<file path="src/design/xs64_pkg.sv">
// ----------------------------------------------------------------------------
// xs64_pkg
// Shared constants and types of the xorshift64* whitener: operation codes,
// generator constants and the request/response bundles of the multiply unit.
// ----------------------------------------------------------------------------
package xs64_pkg;

   localparam int OP_W    = 2;
   localparam int SEED_W  = 64;
   localparam int WORD_W  = 32;
   localparam int BYTE_W  = 8;
   localparam int PHASE_W = 2;

   localparam logic [OP_W-1:0] OP_RESEED = 2'd0;
   localparam logic [OP_W-1:0] OP_BYTE   = 2'd1;
   localparam logic [OP_W-1:0] OP_WORD   = 2'd2;

   localparam logic [SEED_W-1:0] SEED_INIT = 64'hFFFF_FFFF_FFFF_FFC5;
   localparam logic [SEED_W-1:0] MMIX_MUL  = 64'h5851_F42D_4C95_7F2D;
   localparam logic [SEED_W-1:0] MMIX_ADD  = 64'h1405_7B7E_F767_814F;
   localparam logic [SEED_W-1:0] STAR_MUL  = 64'h2545_F491_4F6C_DD1D;

   typedef struct packed {
      logic              start;
      logic [SEED_W-1:0] multiplicand;
      logic [SEED_W-1:0] multiplier;
   } mul_req_type;

   typedef struct packed {
      logic              done;
      logic [SEED_W-1:0] product;
   } mul_rsp_type;

endpackage

</file>
<file path="src/design/xs64_req_if.sv">
// ----------------------------------------------------------------------------
// xs64_req_if
// Request channel: operation, seed value and buffer start with valid/ready.
// ----------------------------------------------------------------------------
interface xs64_req_if;

   logic                              valid;
   logic                              ready;
   logic [xs64_pkg::OP_W-1:0]         operation;
   logic signed [xs64_pkg::WORD_W-1:0] seed_value;
   logic                              buffer_start;

   modport source (output valid, output operation, output seed_value,
                   output buffer_start, input ready);
   modport sink   (input valid, input operation, input seed_value,
                   input buffer_start, output ready);

endinterface

</file>
<file path="src/design/xs64_rsp_if.sv">
// ----------------------------------------------------------------------------
// xs64_rsp_if
// Response channel: one random word or whitening byte per beat.
// ----------------------------------------------------------------------------
interface xs64_rsp_if;

   logic                        valid;
   logic                        ready;
   logic [xs64_pkg::WORD_W-1:0] random_value;

   modport source (output valid, output random_value, input ready);
   modport sink   (input valid, input random_value, output ready);

endinterface

</file>
<file path="src/design/xorshift64star_byte_whitener.sv">
// Sequence: a word item, or a byte item that draws a new word, runs the xorshift step,
// the star multiply and the response beat; a byte from the held word goes straight to
// the response beat; a reseed runs 4 MMIX-mixed products and gives no response.
// Items are taken one at a time, and every product runs on the shared 32x32
// multiplier.
// Reset: synchronous; seeds, held word and byte phase return to their initial values.
// ----------------------------------------------------------------------------
// xorshift64star_byte_whitener
// xorshift64* word source with whitening-byte output and MMIX-mixed reseed,
// sequenced around one iterative multiply unit.
// ----------------------------------------------------------------------------
module xorshift64star_byte_whitener (
   input  logic       clock,
   input  logic       reset,
   xs64_req_if.sink   req_bus,
   xs64_rsp_if.source rsp_bus
);

   localparam logic [2:0] S_IDLE  = 3'd0;
   localparam logic [2:0] S_XSH   = 3'd1;
   localparam logic [2:0] S_ISSUE = 3'd2;
   localparam logic [2:0] S_MUL   = 3'd3;
   localparam logic [2:0] S_RESP  = 3'd4;

   localparam logic [1:0] ROUND_LAST = 2'd3;

   logic [2:0]                   state_ff, state_in;
   logic [xs64_pkg::OP_W-1:0]    op_ff, op_in;
   logic [1:0]                   round_ff, round_in;
   logic [xs64_pkg::SEED_W-1:0]  seed_main_ff, seed_main_in;
   logic [xs64_pkg::SEED_W-1:0]  seed_aux_ff, seed_aux_in;
   logic [xs64_pkg::WORD_W-1:0]  held_ff, held_in;
   logic [xs64_pkg::PHASE_W-1:0] phase_ff, phase_in;
   logic [xs64_pkg::WORD_W-1:0]  result_ff, result_in;

   logic                         req_fire;
   logic [xs64_pkg::SEED_W-1:0]  ext;
   logic [xs64_pkg::SEED_W-1:0]  xs;
   logic [xs64_pkg::SEED_W-1:0]  mixed;
   logic [xs64_pkg::WORD_W-1:0]  drawn;
   xs64_pkg::mul_req_type        mul_req;
   xs64_pkg::mul_rsp_type        mul_rsp;

   xs64_mul_lo u_mul (
      .clock   (clock),
      .reset   (reset),
      .mul_req (mul_req),
      .mul_rsp (mul_rsp)
   );

   assign req_bus.ready        = (state_ff == S_IDLE);
   assign req_fire             = req_bus.valid && req_bus.ready;
   assign rsp_bus.valid        = (state_ff == S_RESP);
   assign rsp_bus.random_value = result_ff;

   always_comb begin
      ext   = {{(xs64_pkg::SEED_W - xs64_pkg::WORD_W){req_bus.seed_value[xs64_pkg::WORD_W-1]}},
               req_bus.seed_value};
      xs    = seed_main_ff ^ (seed_main_ff >> 12);
      xs    = xs ^ (xs << 25);
      xs    = xs ^ (xs >> 27);
      mixed = mul_rsp.product + xs64_pkg::MMIX_ADD;
      drawn = mul_rsp.product[xs64_pkg::SEED_W-1:xs64_pkg::WORD_W];
   end

   always_comb begin
      mul_req.start        = (state_ff == S_XSH) || (state_ff == S_ISSUE);
      mul_req.multiplicand = (state_ff == S_XSH) ? xs :
                             (round_ff[0] ? seed_main_ff : seed_aux_ff);
      mul_req.multiplier   = (state_ff == S_XSH) ? xs64_pkg::STAR_MUL : xs64_pkg::MMIX_MUL;
   end

   always_comb begin
      state_in     = state_ff;
      op_in        = op_ff;
      round_in     = round_ff;
      seed_main_in = seed_main_ff;
      seed_aux_in  = seed_aux_ff;
      held_in      = held_ff;
      phase_in     = phase_ff;
      result_in    = result_ff;
      case (state_ff)
         S_IDLE: begin
            if (req_fire) begin
               op_in    = req_bus.operation;
               round_in = 2'd0;
               case (req_bus.operation)
                  xs64_pkg::OP_RESEED: begin
                     seed_main_in = seed_main_ff ^ ext;
                     seed_aux_in  = seed_aux_ff ^ ext;
                     state_in     = S_ISSUE;
                  end
                  xs64_pkg::OP_WORD: begin
                     state_in = S_XSH;
                  end
                  xs64_pkg::OP_BYTE: begin
                     if (req_bus.buffer_start || (phase_ff == '0)) begin
                        state_in = S_XSH;
                     end else begin
                        result_in = {{(xs64_pkg::WORD_W - xs64_pkg::BYTE_W){1'b0}},
                                     held_ff[xs64_pkg::BYTE_W-1:0]};
                        held_in   = held_ff >> xs64_pkg::BYTE_W;
                        phase_in  = phase_ff + 1'b1;
                        state_in  = S_RESP;
                     end
                  end
                  default: begin
                     state_in = S_IDLE;
                  end
               endcase
            end
         end
         S_XSH: begin
            seed_main_in = xs;
            state_in     = S_MUL;
         end
         S_ISSUE: begin
            state_in = S_MUL;
         end
         S_MUL: begin
            if (mul_rsp.done) begin
               if (op_ff == xs64_pkg::OP_RESEED) begin
                  case (round_ff)
                     2'd0, 2'd2: seed_aux_in = mixed;
                     2'd1:       seed_main_in = mixed;
                     default: begin
                        seed_main_in = seed_aux_ff;
                        seed_aux_in  = mixed;
                     end
                  endcase
                  if (round_ff == ROUND_LAST) begin
                     round_in = 2'd0;
                     state_in = S_IDLE;
                  end else begin
                     round_in = round_ff + 1'b1;
                     state_in = S_ISSUE;
                  end
               end else if (op_ff == xs64_pkg::OP_BYTE) begin
                  result_in = {{(xs64_pkg::WORD_W - xs64_pkg::BYTE_W){1'b0}},
                               drawn[xs64_pkg::BYTE_W-1:0]};
                  held_in   = drawn >> xs64_pkg::BYTE_W;
                  phase_in  = {{(xs64_pkg::PHASE_W-1){1'b0}}, 1'b1};
                  state_in  = S_RESP;
               end else begin
                  result_in = drawn;
                  state_in  = S_RESP;
               end
            end
         end
         S_RESP: begin
            if (rsp_bus.ready) begin
               state_in = S_IDLE;
            end
         end
         default: begin
            state_in = S_IDLE;
         end
      endcase
   end

   always_ff @(posedge clock) begin
      if (reset) begin
         state_ff     <= S_IDLE;
         op_ff        <= xs64_pkg::OP_RESEED;
         round_ff     <= 2'd0;
         seed_main_ff <= xs64_pkg::SEED_INIT;
         seed_aux_ff  <= '0;
         held_ff      <= '0;
         phase_ff     <= '0;
      end else begin
         state_ff     <= state_in;
         op_ff        <= op_in;
         round_ff     <= round_in;
         seed_main_ff <= seed_main_in;
         seed_aux_ff  <= seed_aux_in;
         held_ff      <= held_in;
         phase_ff     <= phase_in;
      end
      result_ff <= result_in;
   end

`ifndef SYNTHESIS
   a_rsp_blocks_req: assert property (@(posedge clock) disable iff (reset)
      rsp_bus.valid |-> !req_bus.ready)
      else $error("request accepted while a response beat is pending");

   a_done_in_mul: assert property (@(posedge clock) disable iff (reset)
      mul_rsp.done |-> (state_ff == S_MUL))
      else $error("multiply done outside the wait state");

   a_seeds_hold: assert property (@(posedge clock) disable iff (reset)
      (state_ff == S_MUL && !mul_rsp.done) |=>
         ($stable(seed_main_ff) && $stable(seed_aux_ff)))
      else $error("seeds changed while the multiply is running");

   a_round_reseed: assert property (@(posedge clock) disable iff (reset)
      (round_ff != 2'd0) |-> (op_ff == xs64_pkg::OP_RESEED))
      else $error("mixing round advanced outside a reseed");
`endif

endmodule

</file>
<file path="src/design/xs64_mul_lo.sv">
// ----------------------------------------------------------------------------
// xs64_mul_lo
// Low 64 bits of a 64x64 product, built from the low-low, low-high and high-low
// partial products of one shared 32x32 multiplier and a 64-bit accumulator. Done
// pulses when the last partial product has been added to the accumulator.
// ----------------------------------------------------------------------------
module xs64_mul_lo (
   input  logic                  clock,
   input  logic                  reset,
   input  xs64_pkg::mul_req_type mul_req,
   output xs64_pkg::mul_rsp_type mul_rsp
);

   localparam int HALF_W = xs64_pkg::SEED_W / 2;

   localparam logic [1:0] STEP_LL = 2'd0;
   localparam logic [1:0] STEP_LH = 2'd1;
   localparam logic [1:0] STEP_HL = 2'd2;

   logic                        busy_ff, busy_in;
   logic                        done_ff, done_in;
   logic [1:0]                  step_ff, step_in;
   logic [xs64_pkg::SEED_W-1:0] a_ff, a_in;
   logic [xs64_pkg::SEED_W-1:0] b_ff, b_in;
   logic [xs64_pkg::SEED_W-1:0] acc_ff, acc_in;
   logic [HALF_W-1:0]           op_x;
   logic [HALF_W-1:0]           op_y;
   logic [xs64_pkg::SEED_W-1:0] pp;

   always_comb begin
      op_x = (step_ff == STEP_HL) ? a_ff[xs64_pkg::SEED_W-1:HALF_W] : a_ff[HALF_W-1:0];
      op_y = (step_ff == STEP_LH) ? b_ff[xs64_pkg::SEED_W-1:HALF_W] : b_ff[HALF_W-1:0];
      pp   = {{HALF_W{1'b0}}, op_x} * {{HALF_W{1'b0}}, op_y};
   end

   always_comb begin
      busy_in = busy_ff;
      done_in = 1'b0;
      step_in = step_ff;
      a_in    = a_ff;
      b_in    = b_ff;
      acc_in  = acc_ff;
      if (mul_req.start) begin
         busy_in = 1'b1;
         step_in = STEP_LL;
         a_in    = mul_req.multiplicand;
         b_in    = mul_req.multiplier;
      end else if (busy_ff) begin
         case (step_ff)
            STEP_LL: begin
               acc_in  = pp;
               step_in = STEP_LH;
            end
            STEP_LH: begin
               acc_in  = acc_ff + {pp[HALF_W-1:0], {HALF_W{1'b0}}};
               step_in = STEP_HL;
            end
            default: begin
               acc_in  = acc_ff + {pp[HALF_W-1:0], {HALF_W{1'b0}}};
               busy_in = 1'b0;
               done_in = 1'b1;
            end
         endcase
      end
   end

   always_ff @(posedge clock) begin
      if (reset) begin
         busy_ff <= 1'b0;
         done_ff <= 1'b0;
         step_ff <= STEP_LL;
      end else begin
         busy_ff <= busy_in;
         done_ff <= done_in;
         step_ff <= step_in;
      end
      a_ff   <= a_in;
      b_ff   <= b_in;
      acc_ff <= acc_in;
   end

   assign mul_rsp.done    = done_ff;
   assign mul_rsp.product = acc_ff;

endmodule
</file>
<file path="src/flat_wrapper.sv">
// flat-port wrapper written by rule: the top's interface ports become plain ports
module xorshift64star_byte_whitener_flat 
  (clock, reset, req_bus_valid, req_bus_operation, req_bus_seed_value, req_bus_buffer_start, req_bus_ready, rsp_bus_valid, rsp_bus_random_value, rsp_bus_ready);
  xs64_req_if req_bus_i ();
  xs64_rsp_if rsp_bus_i ();
  input  logic clock;
  input  logic reset;
  input wire logic [$bits(req_bus_i.valid)-1:0] req_bus_valid;
  input wire logic [$bits(req_bus_i.operation)-1:0] req_bus_operation;
  input wire logic [$bits(req_bus_i.seed_value)-1:0] req_bus_seed_value;
  input wire logic [$bits(req_bus_i.buffer_start)-1:0] req_bus_buffer_start;
  output wire logic [$bits(req_bus_i.ready)-1:0] req_bus_ready;
  output wire logic [$bits(rsp_bus_i.valid)-1:0] rsp_bus_valid;
  output wire logic [$bits(rsp_bus_i.random_value)-1:0] rsp_bus_random_value;
  input wire logic [$bits(rsp_bus_i.ready)-1:0] rsp_bus_ready;
  assign req_bus_i.valid = req_bus_valid;
  assign req_bus_i.operation = req_bus_operation;
  assign req_bus_i.seed_value = req_bus_seed_value;
  assign req_bus_i.buffer_start = req_bus_buffer_start;
  assign req_bus_ready = req_bus_i.ready;
  assign rsp_bus_valid = rsp_bus_i.valid;
  assign rsp_bus_random_value = rsp_bus_i.random_value;
  assign rsp_bus_i.ready = rsp_bus_ready;
  xorshift64star_byte_whitener u_core (.clock(clock), .reset(reset), .req_bus(req_bus_i), .rsp_bus(rsp_bus_i));
endmodule
</file>
<file path="config.mk">
export PLATFORM = sky130hd
export DESIGN_NAME = xorshift64star_byte_whitener_flat
export DESIGN_NICKNAME = d
export VERILOG_FILES = /design/src/design/xs64_pkg.sv /design/src/design/xs64_req_if.sv /design/src/design/xs64_rsp_if.sv /design/src/design/xorshift64star_byte_whitener.sv /design/src/design/xs64_mul_lo.sv /design/src/flat_wrapper.sv
export SDC_FILE = /design/constraint.sdc
export NUM_CORES = 2
export LEC_CHECK = 0
export ABC_AREA = 1
export BUFFER_PORTS_ARGS = -buffer_cell sky130_fd_sc_hd__buf_2
export CORE_MARGIN = 2
export CORE_UTILIZATION = 50
export DETAILED_ROUTE_END_ITERATION = 8
export PLACE_DENSITY = 0.66
export SYNTH_ARGS = -nofsm -noshare
export SYNTH_HDL_FRONTEND = slang
export SYNTH_SLANG_ARGS = --single-unit
</file>
<file path="constraint.sdc">
create_clock -name clock -period 9.85 [get_ports clock]
set_clock_uncertainty 0.15 [all_clocks]
set_input_delay 0.985 -clock clock [delete_from_list [all_inputs] [get_ports clock]]
set_output_delay 0.985 -clock clock [all_outputs]
set_load 0.02 [all_outputs]
</file>
==> metrics.txt <==
# TYPE chip_impl_metric gauge
chip_impl_info{name="outcome",value="complete, but fails checks"} 1
chip_impl_info{name="failed_checks",value="capacitance limit"} 1
chip_impl_metric{name="drt_iter0_markers",unit=""} 5705
chip_impl_metric{name="avgViaCountPerCell",unit=""} 5.654
chip_impl_info{name="worst_path_max_delay_cell",value="fa_1"} 1
chip_impl_metric{name="holdWs",unit="ps"} 303.3
chip_impl_metric{name="netlist.area_leader.share",unit=""} 0.2929
chip_impl_metric{name="final_hold_viol_count",unit=""} 0
chip_impl_metric{name="final_instance_area",unit="um2"} 56560
chip_impl_metric{name="totalWireLength",unit="um"} 220200
chip_impl_metric{name="dieArea",unit="um2"} 107500
chip_impl_metric{name="setup_total_negative_slack",unit="ps"} 0
chip_impl_metric{name="post-dp-hpwl",unit="um"} 188900
chip_impl_metric{name="synth_async_sr_flop_share",unit=""} 0
chip_impl_metric{name="postSynthCellCount",unit=""} 6886
chip_impl_metric{name="syn_area_per_cell",unit="um2"} 7.613
chip_impl_metric{name="yosys.cell_types.count",unit=""} 53
chip_impl_metric{name="io-pin-count",unit=""} 73
chip_impl_metric{name="coreArea",unit="um2"} 103800
chip_impl_metric{name="final_antenna_net_count",unit=""} 0
chip_impl_metric{name="gp_routability_congestion",unit=""} 1.053
chip_impl_info{name="crit_path_end_kind",value="flip-flop"} 1
chip_impl_metric{name="dieWidth",unit="um"} 327.8
chip_impl_metric{name="grt_usage",unit=""} 0.4116
chip_impl_info{name="crit_top_cell",value="nand2_1"} 1
chip_impl_metric{name="number_of_global_route_vias_before_repair",unit=""} 46360
chip_impl_metric{name="drc",unit=""} 0
chip_impl_metric{name="die_height",unit="um"} 327.8
chip_impl_metric{name="clk_latency",unit="ps"} 580
chip_impl_info{name="timing.critical_path.from",value="u_core.u_mul.step_ff[1]"} 1
chip_impl_metric{name="placement.io_buffers",unit=""} 72
chip_impl_metric{name="setup_viol",unit=""} 0
chip_impl_metric{name="yosys_register_bits",unit=""} 327
chip_impl_metric{name="synth_net_count",unit=""} 8110
chip_impl_metric{name="routed-via-count",unit=""} 47450
chip_impl_info{name="worstSetupStartpointType",value="flip-flop"} 1
chip_impl_info{name="synth_common_cells",value="1425 x inv_1, 1299 x nand2_1, 803 x nor2_1"} 1
chip_impl_metric{name="finalWorstPathRequiredPeriod",unit="ps"} 9350
chip_impl_metric{name="seq_total_area_yosys",unit=""} 0.1558
chip_impl_metric{name="fin_crit_sh",unit=""} 0.9492
chip_impl_metric{name="fill_cells",unit=""} 10160
chip_impl_metric{name="synth_edf_count",unit=""} 162
chip_impl_metric{name="std_cell_rows",unit=""} 118
chip_impl_metric{name="cp_slowest_stage_delay",unit="ps"} 610
chip_impl_info{name="ys_dominant_reg_cell",value="dfxtp_1"} 1
chip_impl_metric{name="slew_headroom",unit=""} 0.01500
chip_impl_metric{name="layout-drive-gt1-share",unit=""} 0.06005
chip_impl_metric{name="grt_max_degree",unit=""} 90
chip_impl_metric{name="final_max_slew_viol_count",unit=""} 0
chip_impl_metric{name="grt-ovfl-total",unit=""} 0
chip_impl_metric{name="cts_buffers",unit=""} 40
chip_impl_metric{name="drt-wirelength-per-cell",unit="um"} 26.24
chip_impl_info{name="unrepaired_setup_endpoints_after_global_routing",value="false"} 1
chip_impl_info{name="type_of_the_worst_setup_path",value="reg2reg"} 1
chip_impl_metric{name="reg2reg_setup_slack",unit="ps"} 500
chip_impl_metric{name="cts.reportedPaths.clkPinSlew",unit="ps"} 60
chip_impl_info{name="worst_hold_path_type",value="reg2reg"} 1
chip_impl_info{name="yosys.cell_count.top_type",value="inv_1"} 1
chip_impl_metric{name="cts_max_level",unit=""} 2
chip_impl_metric{name="wire_length_of_the_first_global_routing_pass",unit="um"} 320100
chip_impl_info{name="cts_tree",value="done"} 1
chip_impl_metric{name="synth_warnings",unit=""} 0
chip_impl_metric{name="cap_violations",unit=""} 1
chip_impl_metric{name="initial_core_util",unit=""} 0.5051
chip_impl_metric{name="fin_util",unit=""} 0.5449
chip_impl_info{name="clock-root-buffer",value="clkbuf_16"} 1
chip_impl_metric{name="crit_fanout",unit=""} 8
chip_impl_metric{name="placed_area",unit="um2"} 55120
chip_impl_info{name="regToRegStartpoint",value="u_core.u_mul.step_ff[1]"} 1
chip_impl_metric{name="clock-sinks",unit=""} 327
chip_impl_metric{name="timing.critical_path.arrival",unit="ps"} 9530
chip_impl_metric{name="synthesis.area",unit="um2"} 52430
chip_impl_info{name="regToRegEndpoint",value="u_core.u_mul.acc_ff[63]"} 1
chip_impl_metric{name="worstMarginPinSlew",unit="ps"} 1462
chip_impl_info{name="yosys-top-cells-area",value="fa_1 29%, inv_1 10%, ha_1 10%, nand2_1 9.3%, edfxtp_1 9.3%"} 1
chip_impl_metric{name="max_clock_freq",unit="GHz"} 0.1070
chip_impl_metric{name="layout-area-overhead-vs-synth",unit="%"} 7.883
chip_impl_info{name="worst_setup_path_endpoint",value="u_core.u_mul.acc_ff[63]"} 1
chip_impl_metric{name="drt_pass1_iterations",unit=""} 6
chip_impl_metric{name="rr_worst_depth",unit=""} 38
chip_impl_metric{name="clockBufferDepth",unit=""} 3
chip_impl_metric{name="finalNetCount",unit=""} 8203
chip_impl_metric{name="antenna_found_initial",unit=""} 17
chip_impl_info{name="synth.largest_area_cell",value="fa_1"} 1
chip_impl_metric{name="required",unit="ps"} 10030
## metal layers
| layer | GRT usage | vias up | wire length, um |
|---|---|---|---|
| met5 | 0 | - | 95 |
| met4 | 0.1050 | 14 | 6740 |
| met3 | 0.1463 | 309 | 29390 |
| met2 | 0.5758 | 2590 | 88940 |
| met1 | 0.6011 | 23140 | 95050 |
| li1 | - | 21400 | - |
## worst max-delay path, delay by kind of cell, from the launching register on
family	cells	cell delay (ps)
flip-flops	1	470
XOR/XNOR	1	200
AND/OR/NAND/NOR	15	1850
buffers and inverters	9	1080
adder cells (fa/ha/maj)	10	4760
AO/OA/AOI/OAI	3	570
## through the flow
step / setup WS, ps / cells
floorplan: 1498 / 6886
global placement: 401.4 / 8317
detailed placement: 338.1 / 8317
CTS: 232.2 / 8391
global route: 23.72 / 8391
finish: 500.2 / 8392
## worst min-delay path by stage
stage	cells past startpoint	end	startpoint	slack, ps
final	2	u_core.u_mul.done_ff	u_core.u_mul.busy_ff	300
after floorplan	2	u_core.u_mul.done_ff	u_core.u_mul.busy_ff	270
after global placement	2	u_core.u_mul.done_ff	u_core.u_mul.busy_ff	300
after global routing	2	u_core.u_mul.done_ff	u_core.u_mul.busy_ff	350
after CTS	2	u_core.u_mul.done_ff	u_core.u_mul.busy_ff	300
after detailed placement	2	u_core.u_mul.done_ff	u_core.u_mul.busy_ff	290
## final cells by class
type / instances / area, um2 / share of cell area
clock inverters: 20 / 198.9 / 0.003517
diodes: 1 / 2.502 / 0.00004424
clock buffers: 54 / 1190 / 0.02104
inverters: 1458 / 5475 / 0.09681
multi-input cells: 4893 / 38010 / 0.6720
well taps: 1380 / 1727 / 0.03053
flip-flops and latches: 327 / 8173 / 0.1445
repair buffers: 259 / 1783 / 0.03152
## registers in the layout, indices dropped and copies added (netlist names)
| signal | cells |
|---|---|
| u_core.held_ff | 24 |
| u_core.op_ff | 2 |
| u_core.phase_ff | 2 |
| u_core.round_ff | 2 |
| u_core.rsp_bus.random_value | 32 |
| u_core.seed_aux_ff | 64 |
| u_core.seed_main_ff | 64 |
| u_core.state_ff | 3 |
| u_core.u_mul.a_ff | 64 |
| u_core.u_mul.acc_ff | 64 |
| u_core.u_mul.b_ff | 2 |
| u_core.u_mul.busy_ff | 1 |
| u_core.u_mul.done_ff | 1 |
| u_core.u_mul.step_ff | 2 |
## logic make-up after synthesis
group / Yosys count / share of synthesized area
compound gates: 947 / 0.09661
xor+xnor: 232 / 0.03876
buf+inv: 1666 / 0.1213
fa+ha+maj: 1185 / 0.3926
simple gates: 2529 / 0.1949
flops: 327 / 0.1558
## repair_timing
| item | in CTS | in global routing |
|---|---|---|
| hold buffers | 0 | 0 |
| endpoints found under the setup margin | 0 | 9 |
| gates resized for setup | 0 | 13 |
| setup buffers | 0 | 0 |
## placed cells by master, fill, tap and decap left out, types with 21 or more instances in the layout
cell type	count
inv_2	21
nand4_1	31
xor2_1	108
fa_1	767
o211ai_1	21
nor2_1	794
clkbuf_16	45
o21ai_1	29
edfxtp_1	162
o21ai_0	377
xnor2_1	123
or2_2	38
nand2_1	1298
inv_1	1424
nor3_1	22
a21oi_1	396
nand3_1	281
buf_4	186
buf_2	71
ha_1	417
a31oi_1	37
dfxtp_1	163
Power is left out: the tool's default activity adds up to more than one toggle a clock period on the data nets, which glitch-free logic cannot reach.
